`src/sv/fpra_pkg.sv`:
```
// ----------------------------------------------------------------------------
// fpra_pkg
// sizes, codes and shared types of the page run allocator
// ----------------------------------------------------------------------------
package fpra_pkg;

   localparam int NUM_PAGES = 1024;
   localparam int WORD_BITS = 8;
   localparam int WORD_W    = $clog2(WORD_BITS);
   localparam int NUM_WORDS = NUM_PAGES / WORD_BITS;
   localparam int WADDR_W   = $clog2(NUM_WORDS);
   localparam int PAGE_W    = $clog2(NUM_PAGES);
   localparam int CNT_W     = PAGE_W + 1;
   localparam int FRAME_W   = 32;
   localparam int FLAGS_W   = 8;
   localparam int STATUS_W  = 2;

   localparam logic [WADDR_W-1:0] LAST_WORD = WADDR_W'(NUM_WORDS - 1);

   typedef enum logic [STATUS_W-1:0] {
      STATUS_MAPPED   = 2'd0,
      STATUS_NO_SPACE = 2'd1,
      STATUS_IGNORED  = 2'd2,
      STATUS_UNMAPPED = 2'd3
   } status_type;

   typedef enum logic {
      FUNC_MAP   = 1'b0,
      FUNC_UNMAP = 1'b1
   } func_type;

   typedef enum logic [2:0] {
      ST_CLEAR,
      ST_IDLE,
      ST_SCAN,
      ST_RMW,
      ST_RESP
   } state_type;

   // free run being tracked by the first-fit scan
   typedef struct packed {
      logic [CNT_W-1:0] start;
      logic [CNT_W-1:0] len;
   } run_type;

endpackage

```
`src/sv/first_fit_page_run_allocator_core.sv`:
```
// map: scans bitmap words from the one holding the hint, then writes the words of the run; a
//    map with no fit replies after the scan, unmap writes its words, rejected requests go straight to the reply
// requests: one in flight, the next is taken only after the reply is loaded; the ram
//    moves one bitmap word per cycle in both the scan and the read-modify-write pass
// reset: synchronous; a clearing pass over the 128 bitmap words zeroes the bitmap, req_stall high
// ----------------------------------------------------------------------------
// first_fit_page_run_allocator_core
// first-fit page run allocator over a used-page bitmap held in a word ram
// ----------------------------------------------------------------------------
module first_fit_page_run_allocator_core (
   input  logic                          clock,
   input  logic                          reset,
   // request channel
   input  logic                          req_valid,
   output logic                          req_stall,
   input  logic                          req_func,
   input  logic [fpra_pkg::PAGE_W-1:0]   req_page_index,
   input  logic [fpra_pkg::CNT_W-1:0]    req_page_count,
   input  logic [fpra_pkg::FRAME_W-1:0]  req_frame,
   input  logic [fpra_pkg::FLAGS_W-1:0]  req_map_flags,
   // response channel
   output logic                          rsp_valid,
   input  logic                          rsp_stall,
   output logic [fpra_pkg::STATUS_W-1:0] rsp_status,
   output logic [fpra_pkg::PAGE_W-1:0]   rsp_base_page,
   output logic [fpra_pkg::FRAME_W-1:0]  rsp_out_frame,
   output logic [fpra_pkg::FLAGS_W-1:0]  rsp_out_flags
);
   import fpra_pkg::*;

   // bitmap ram, one bit per page, registered read
   logic [WORD_BITS-1:0] bitmap_mem [NUM_WORDS];
   logic [WORD_BITS-1:0] rd_data_ff;
   logic                 mem_we;
   logic [WADDR_W-1:0]   mem_wa;
   logic [WORD_BITS-1:0] mem_wd;

   // control state
   state_type          state_ff, state_in;
   logic [WADDR_W-1:0] addr_ff, addr_in;          // word read issued this cycle
   logic [WADDR_W-1:0] data_addr_ff, data_addr_in; // word whose data is in rd_data_ff
   logic               data_vld_ff, data_vld_in;
   logic [CNT_W-1:0]   hint_ff, hint_in;
   logic               rsp_valid_ff, rsp_valid_in;

   // request and result payload
   run_type              run_ff, run_in;
   logic [CNT_W-1:0]     count_ff, count_in;
   logic [PAGE_W-1:0]    lo_ff, lo_in;
   logic [PAGE_W-1:0]    hi_ff, hi_in;
   logic                 set_ff, set_in;
   logic [FRAME_W-1:0]   frame_ff, frame_in;
   logic [FLAGS_W-1:0]   flags_ff, flags_in;
   status_type           res_status_ff, res_status_in;
   logic [PAGE_W-1:0]    res_base_ff, res_base_in;
   logic [STATUS_W-1:0]  rsp_status_ff, rsp_status_in;
   logic [PAGE_W-1:0]    rsp_base_ff, rsp_base_in;
   logic [FRAME_W-1:0]   rsp_frame_ff, rsp_frame_in;
   logic [FLAGS_W-1:0]   rsp_flags_ff, rsp_flags_in;

   // decode of the incoming request
   logic               req_accept;
   logic [CNT_W:0]     unmap_end;
   logic               unmap_outside;
   logic [CNT_W-1:0]   map_room;
   logic               map_reject;
   logic               out_free;
   logic               out_load;

   // scan unit results
   run_type            scan_run;
   logic               scan_found;
   logic [CNT_W-1:0]   scan_start;
   logic [CNT_W-1:0]   scan_end;
   logic [WORD_BITS-1:0] run_mask;

   assign req_accept    = req_valid && !req_stall;
   assign unmap_end     = (CNT_W+1)'(req_page_index) + (CNT_W+1)'(req_page_count);
   assign unmap_outside = unmap_end > (CNT_W+1)'(NUM_PAGES);
   assign map_room      = CNT_W'(NUM_PAGES) - hint_ff;
   assign map_reject    = (req_page_count == '0) || (req_page_count > map_room);
   assign out_free      = !rsp_valid_ff || !rsp_stall;
   assign scan_end      = scan_start + count_ff;

   fpra_word_scan u_word_scan (
      .word        (rd_data_ff),
      .waddr       (data_addr_ff),
      .hint        (hint_ff),
      .count       (count_ff),
      .run_i       (run_ff),
      .run_o       (scan_run),
      .found       (scan_found),
      .found_start (scan_start)
   );

   // bits of the current word that fall inside the run [lo, hi]
   always_comb begin
      logic [PAGE_W-1:0] pos;
      pos = '0;
      for (int b = 0; b < WORD_BITS; b++) begin
         pos         = {data_addr_ff, WORD_W'(b)};
         run_mask[b] = (pos >= lo_ff) && (pos <= hi_ff);
      end
   end

   // next state
   always_comb begin
      state_in = state_ff;
      unique case (state_ff)
         ST_CLEAR: begin
            if (addr_ff == LAST_WORD) state_in = ST_IDLE;
         end
         ST_IDLE: begin
            if (req_accept) begin
               if (req_func == FUNC_MAP) begin
                  state_in = map_reject ? ST_RESP : ST_SCAN;
               end else begin
                  state_in = (unmap_outside || (req_page_count == '0)) ? ST_RESP : ST_RMW;
               end
            end
         end
         ST_SCAN: begin
            if (data_vld_ff) begin
               if (scan_found) begin
                  state_in = ST_RMW;
               end else if (data_addr_ff == LAST_WORD) begin
                  state_in = ST_RESP;
               end
            end
         end
         ST_RMW: begin
            // last word of the run written
            if (data_vld_ff && (data_addr_ff == hi_ff[PAGE_W-1:WORD_W])) state_in = ST_RESP;
         end
         ST_RESP: begin
            if (out_free) state_in = ST_IDLE;
         end
         default: state_in = ST_IDLE;
      endcase
   end

   // state outputs: handshake and bitmap write port
   always_comb begin
      req_stall = 1'b1;
      mem_we    = 1'b0;
      mem_wa    = data_addr_ff;
      mem_wd    = '0;
      out_load  = 1'b0;
      unique case (state_ff)
         ST_CLEAR: begin
            mem_we = 1'b1;
            mem_wa = addr_ff;
         end
         ST_IDLE: begin
            req_stall = 1'b0;
         end
         ST_RMW: begin
            // set bits for a map, clear them for an unmap
            mem_we = data_vld_ff;
            mem_wd = set_ff ? (rd_data_ff | run_mask) : (rd_data_ff & ~run_mask);
         end
         ST_RESP: begin
            out_load = out_free;
         end
         default: ;
      endcase
   end

   // datapath next values
   always_comb begin
      addr_in       = addr_ff;
      data_addr_in  = addr_ff;
      data_vld_in   = ((state_ff == ST_SCAN) || (state_ff == ST_RMW)) && (state_in == state_ff);
      hint_in       = hint_ff;
      run_in        = run_ff;
      count_in      = count_ff;
      lo_in         = lo_ff;
      hi_in         = hi_ff;
      set_in        = set_ff;
      frame_in      = frame_ff;
      flags_in      = flags_ff;
      res_status_in = res_status_ff;
      res_base_in   = res_base_ff;

      case (state_ff)
         ST_CLEAR: begin
            addr_in = addr_ff + WADDR_W'(1);
         end
         ST_IDLE: begin
            if (req_accept) begin
               count_in    = req_page_count;
               frame_in    = req_frame;
               flags_in    = req_map_flags;
               res_base_in = '0;
               if (req_func == FUNC_MAP) begin
                  set_in        = 1'b1;
                  res_status_in = STATUS_NO_SPACE;
                  // scan starts at the word holding the hint
                  addr_in       = hint_ff[PAGE_W-1:WORD_W];
                  run_in.start  = hint_ff;
                  run_in.len    = '0;
               end else begin
                  set_in        = 1'b0;
                  res_status_in = unmap_outside ? STATUS_IGNORED : STATUS_UNMAPPED;
                  lo_in         = req_page_index;
                  hi_in         = PAGE_W'(unmap_end - (CNT_W+1)'(1));
                  addr_in       = req_page_index[PAGE_W-1:WORD_W];
                  // freed pages pull the hint down
                  if (!unmap_outside && (CNT_W'(req_page_index) < hint_ff)) begin
                     hint_in = CNT_W'(req_page_index);
                  end
               end
            end
         end
         ST_SCAN: begin
            addr_in = addr_ff + WADDR_W'(1);
            if (data_vld_ff) begin
               run_in = scan_run;
               if (scan_found) begin
                  res_status_in = STATUS_MAPPED;
                  res_base_in   = scan_start[PAGE_W-1:0];
                  lo_in         = scan_start[PAGE_W-1:0];
                  hi_in         = PAGE_W'(scan_end - CNT_W'(1));
                  hint_in       = scan_end;
                  addr_in       = scan_start[PAGE_W-1:WORD_W];
               end
            end
         end
         ST_RMW: begin
            addr_in = addr_ff + WADDR_W'(1);
         end
         default: ;
      endcase
   end

   // response register, filled only when the output side is free
   always_comb begin
      rsp_valid_in  = rsp_valid_ff && rsp_stall;
      rsp_status_in = rsp_status_ff;
      rsp_base_in   = rsp_base_ff;
      rsp_frame_in  = rsp_frame_ff;
      rsp_flags_in  = rsp_flags_ff;
      if (out_load) begin
         rsp_valid_in  = 1'b1;
         rsp_status_in = res_status_ff;
         if (res_status_ff == STATUS_MAPPED) begin
            rsp_base_in  = res_base_ff;
            rsp_frame_in = frame_ff;
            rsp_flags_in = flags_ff;
         end else begin
            rsp_base_in  = '0;
            rsp_frame_in = '0;
            rsp_flags_in = '0;
         end
      end
   end

   // bitmap ram
   always_ff @(posedge clock) begin
      if (mem_we) begin
         bitmap_mem[mem_wa] <= mem_wd;
      end
      rd_data_ff <= bitmap_mem[addr_ff];
   end

   // control registers
   always_ff @(posedge clock) begin
      if (reset) begin
         state_ff     <= ST_CLEAR;
         addr_ff      <= '0;
         data_addr_ff <= '0;
         data_vld_ff  <= 1'b0;
         hint_ff      <= '0;
         rsp_valid_ff <= 1'b0;
      end else begin
         state_ff     <= state_in;
         addr_ff      <= addr_in;
         data_addr_ff <= data_addr_in;
         data_vld_ff  <= data_vld_in;
         hint_ff      <= hint_in;
         rsp_valid_ff <= rsp_valid_in;
      end
   end

   // payload registers
   always_ff @(posedge clock) begin
      run_ff        <= run_in;
      count_ff      <= count_in;
      lo_ff         <= lo_in;
      hi_ff         <= hi_in;
      set_ff        <= set_in;
      frame_ff      <= frame_in;
      flags_ff      <= flags_in;
      res_status_ff <= res_status_in;
      res_base_ff   <= res_base_in;
      rsp_status_ff <= rsp_status_in;
      rsp_base_ff   <= rsp_base_in;
      rsp_frame_ff  <= rsp_frame_in;
      rsp_flags_ff  <= rsp_flags_in;
   end

   assign rsp_valid     = rsp_valid_ff;
   assign rsp_status    = rsp_status_ff;
   assign rsp_base_page = rsp_base_ff;
   assign rsp_out_frame = rsp_frame_ff;
   assign rsp_out_flags = rsp_flags_ff;

endmodule

```
`src/sv/fpra_word_scan.sv`:
```
// ----------------------------------------------------------------------------
// fpra_word_scan
// extends the tracked free run across one bitmap word
// ----------------------------------------------------------------------------
module fpra_word_scan (
   input  logic [fpra_pkg::WORD_BITS-1:0] word,
   input  logic [fpra_pkg::WADDR_W-1:0]   waddr,
   input  logic [fpra_pkg::CNT_W-1:0]     hint,
   input  logic [fpra_pkg::CNT_W-1:0]     count,
   input  fpra_pkg::run_type              run_i,
   output fpra_pkg::run_type              run_o,
   output logic                           found,
   output logic [fpra_pkg::CNT_W-1:0]     found_start
);
   import fpra_pkg::*;

   always_comb begin
      run_type          run_v;
      logic [CNT_W-1:0] pos;
      run_v       = run_i;
      found       = 1'b0;
      found_start = run_i.start;
      pos         = '0;
      for (int b = 0; b < WORD_BITS; b++) begin
         pos = CNT_W'({waddr, WORD_W'(b)});
         // pages below the hint are outside the search
         if (!found && (pos >= hint)) begin
            if (word[b]) begin
               run_v.len   = '0;
               run_v.start = pos + CNT_W'(1);
            end else begin
               run_v.len = run_v.len + CNT_W'(1);
               if (run_v.len == count) begin
                  found       = 1'b1;
                  found_start = run_v.start;
               end
            end
         end
      end
      run_o = run_v;
   end

endmodule

```
`config.mk`:
```
export PLATFORM = sky130hd
export DESIGN_NAME = first_fit_page_run_allocator_core
export DESIGN_NICKNAME = d
export VERILOG_FILES = /design/src/sv/fpra_pkg.sv /design/src/sv/first_fit_page_run_allocator_core.sv /design/src/sv/fpra_word_scan.sv
export SDC_FILE = /design/constraint.sdc
export NUM_CORES = 2
export LEC_CHECK = 0
export BUFFER_PORTS_ARGS = -buffer_cell sky130_fd_sc_hd__buf_2
export CAP_MARGIN = 20
export CORE_MARGIN = 2
export CORE_UTILIZATION = 60
export DETAILED_ROUTE_END_ITERATION = 10
export HOLD_SLACK_MARGIN = 0.06
export PLACE_DENSITY = 0.77
export SETUP_SLACK_MARGIN = 0.1
export SYNTH_ARGS = -nofsm -noshare
export SYNTH_HDL_FRONTEND = slang
export SYNTH_SLANG_ARGS = --single-unit
```
`constraint.sdc`:
```
create_clock -name clock -period 30.3 [get_ports clock]
set_clock_uncertainty 0.15 [all_clocks]
set_input_delay 3.03 -clock clock [delete_from_list [all_inputs] [get_ports clock]]
set_output_delay 3.03 -clock clock [all_outputs]
set_load 0.01 [all_outputs]
```
==> results.md <==
* Status: complete, no violations
* HP Start: res_status_ff[1]
* Floorplan Core Area at 96400 sq um
* Initial antenna violation count at 5
* Remaining antenna violation count at 0
* Die width at 315 um
* Mapped cell area at 58100 sq um
* DRT Pass-1 Iters at 6
* Post-Synth Adder-Cell Area at 1.79%
* RSZ-0062 raised after global routing: no
* Final GP Congestion at 0.983
* Layout area overhead at 9.97%
* I/O Buffers at 119
* Most frequent cells in the layout: edfxtp_1 (1182), mux4_2 (336), nor2_1 (331)
* Startpoint types: flip-flop
* Crit path kind: flip-flop to flip-flop
* H-tree levels at 3
* Commonest non-fill, non-tap cell in the layout: edfxtp_1
* Post-CTS Setup Bufs at 0
* DP Wirelength at 101000 um
* CP max stage delay at 910 ps
* Max Fclk at 57.4 MHz
* CTS Root Cell: clkbuf_16
* Slew Limit Headroom at 21.6%
* Final nets at 4135
* Seq/Total Area, Yosys at 62.4%
* GR Overflow Total at 0
* Vias in the first global route at 35600
* CP Launch Point: data_addr_ff[0]
* CP arrival at 17820 ps
* YS warnings at 0
* # setup viols final at 0
* Clock sinks at 1220
* CTS Hold Bufs at 0
* Vias per std cell at 6.95
* PwrDens at 59.0 nW/um^2
* Hold Vio Cnt, Final at 0
* R2R Path Start: data_addr_ff[0]
* Synth Net Count at 4036
* Setup TNS at 0 ps
* Unique masters post-synth at 118
* Post-synthesis xor/xnor area fraction at 2.24%
* Synth Instances at 3889
* Area leader, netlist: edfxtp_1
* MaxCap Viol Count at 0
* Crit path buffers/inverters at 6
* Synth top area share at 61.1%
* Crit-path leading delay family: simple AND/OR/NAND/NOR gates
* Post-synthesis compound-gate area fraction at 7.95%
* Slew @ Worst Pin at 1170 ps
* Max Buffers Root-to-Sink at 3
* Io pins at 120
* Final wirelength at 161000 um
* Initial DRC Count at 5491
* GRT Overall Usage at 32.7%
* Final Worst Setup Slack at 12890 ps
* Leak at 18.8 nW
* Post-synthesis simple-gate area fraction at 9.52%
* Fillcell total at 6463
* Largest net degree at the start of global routing at 113
* Post-cts gate resize count at 0
* Top FF cell, synth: edfxtp_1
* Top cells by area, synth: edfxtp_1 (61%), mux4_2 (13%), nor2_1 (2.2%)
* Core Rows at 114
* CP Capture Type: flip-flop
* TritonCTS buffer count at 114
* Die H at 315 um
* Syn_area_per_cell at 14.9 sq um
* Post-detailed-route DRC marker count at 0
* Worst-path clk slew at 60 ps
* Ys async rst share at 0%
* WL/cell at 30.1 um
* Layout cells sized above 1 at 19.8%
* Clk Latency, worst-skew pair at 720 ps
* Mux contribution to synthesized area at 14.1%
* Die ar. at 99400 sq um
* Post-Place Setup Slack at 13270 ps
* Number of synthesized flops with an enable pin at 1182
* Tmin final at 17410 ps
* Via Count at 37300
* Slew Limit Fails at 0
* CP max-delay cell: or4b_1
* #FFs+latches synth at 1220
* VDD IR max at 0.0000535 V
* CP required at 30700 ps
* Crit Path Max Fanout at 18
* Main combinational cell family by area after synthesis: multiplexers
* HP Class: flip-flop to flip-flop
* Final period utilization at 57.5%
* CTS tree: yes
* Global-route wire length before repair at 239000 um
* Starting Density at 60.3%
-- worst reg2reg max path: cells and delay by family (launching register included) --
kind	cells	cell delay, ps
buf+inv	6	880
compound gates	20	5020
mux	1	240
fa+ha+maj	6	1710
flops	1	540
simple gates	24	7950
xor+xnor	4	830
-- through the flow --
stage / hold WS, ps / utilization (%) / cells / area, sq um / power [mW]
floorplan: 277 / - / 3889 / 58100 / 2.23
global placement: 305 / 62.4 / 5143 / 60100 / 2.35
detailed placement: 307 / 62.4 / 5144 / 60100 / 2.36
CTS: 323 / 66.2 / 5357 / 63900 / 3.77
global route: 335 / 66.3 / 5361 / 63900 / 3.87
finish: 329 / 66.3 / 5362 / 63900 / 3.77
-- power breakdown --
group	leakage, nW	switching [mW]	internal, mW	total [mW]
Combinational	7.36	0.311	0.176	0.488
Clock	1.80	0.632	0.806	1.44
Sequential	9.62	0.0178	1.83	1.85
Total	18.8	0.961	2.81	3.77
-- synthesized netlist by cell type, drive strengths merged, types with 10 or more instances --
library cell,n
edfxtp,1182
nor2,341
mux4,336
nand2,205
clkbuf,143
o21ai,139
a21oi,137
nor3,96
xnor2,96
nand3,86
inv,81
ha,79
and2,75
buf,71
a31oi,39
mux2i,39
dfxtp,38
nand2b,38
xor2,37
nor2b,34
nor4,34
nand4,33
and3,32
a21o,31
o31ai,29
a211oi,27
o211ai,26
mux2,22
or4,22
o22ai,21
or3,20
o21a,19
a311oi,18
nand3b,18
or2,17
a22oi,14
a221oi,11
and4,11
o22a,11
o41ai,11
o311ai,10
-- flip-flops by register name, indices dropped and copies added, names as in the netlist, 2 cells and up --
| name | flops |
|---|---|
| count_ff | 11 |
| res_base_ff | 10 |
| addr_ff | 7 |
| rsp_status | 2 |
| state_ff | 3 |
| rsp_out_frame | 32 |
| frame_ff | 32 |
| run_ff | 22 |
| rd_data_ff | 8 |
| bitmap_mem | 1024 |
| rsp_out_flags | 8 |
| rsp_base_page | 10 |
| hint_ff | 11 |
| lo_ff | 10 |
| data_addr_ff | 7 |
| hi_ff | 10 |
| flags_ff | 8 |
| res_status_ff | 2 |
-- cell type report --
type | instances | area (sq um) | area share, %
clock inverters | 75 | 751 | 1.17
inverters | 83 | 312 | 0.487
diodes | 1 | 2.50 | 0.00391
well taps | 1276 | 1600 | 2.50
multi-input cells | 2372 | 20800 | 32.5
repair buffers | 197 | 1210 | 1.90
clock buffers | 138 | 2990 | 4.67
flip-flops and latches | 1220 | 36300 | 56.7
-- cells by family (layout without fill, tap and decap cells) --
group / count (synthesis) / count (layout)
muxes: 397 / 397
adders and majority gates: 82 / 82
other: 0 / 1
xor gates and xnor gates: 139 / 139
AOI/OAI and AO/OA: 656 / 656
DFF: 1220 / 1220
buffers and inverters: 297 / 493
and+or+nand+nor: 1098 / 1098
-- metal layers --
layer	routed length, um	track usage [%]	vias up
met5	76	0	-
li1	-	-	15700
met1	60700	47.2	18600
met2	76000	51.2	2542
met3	18200	5.59	400
met4	6230	11.2	10
-- path summary, 6_finish.rpt --
kind	to	depth (start not counted)	slack [ps]
worst max register to register	hint_ff[10]	61	12890
worst min register to register	rsp_status[1]	0	330
worst min-delay path	rsp_status[1]	0	330
worst max-delay path	hint_ff[10]	61	12890
No activity file was read; power rests on OpenSTA's default activity.
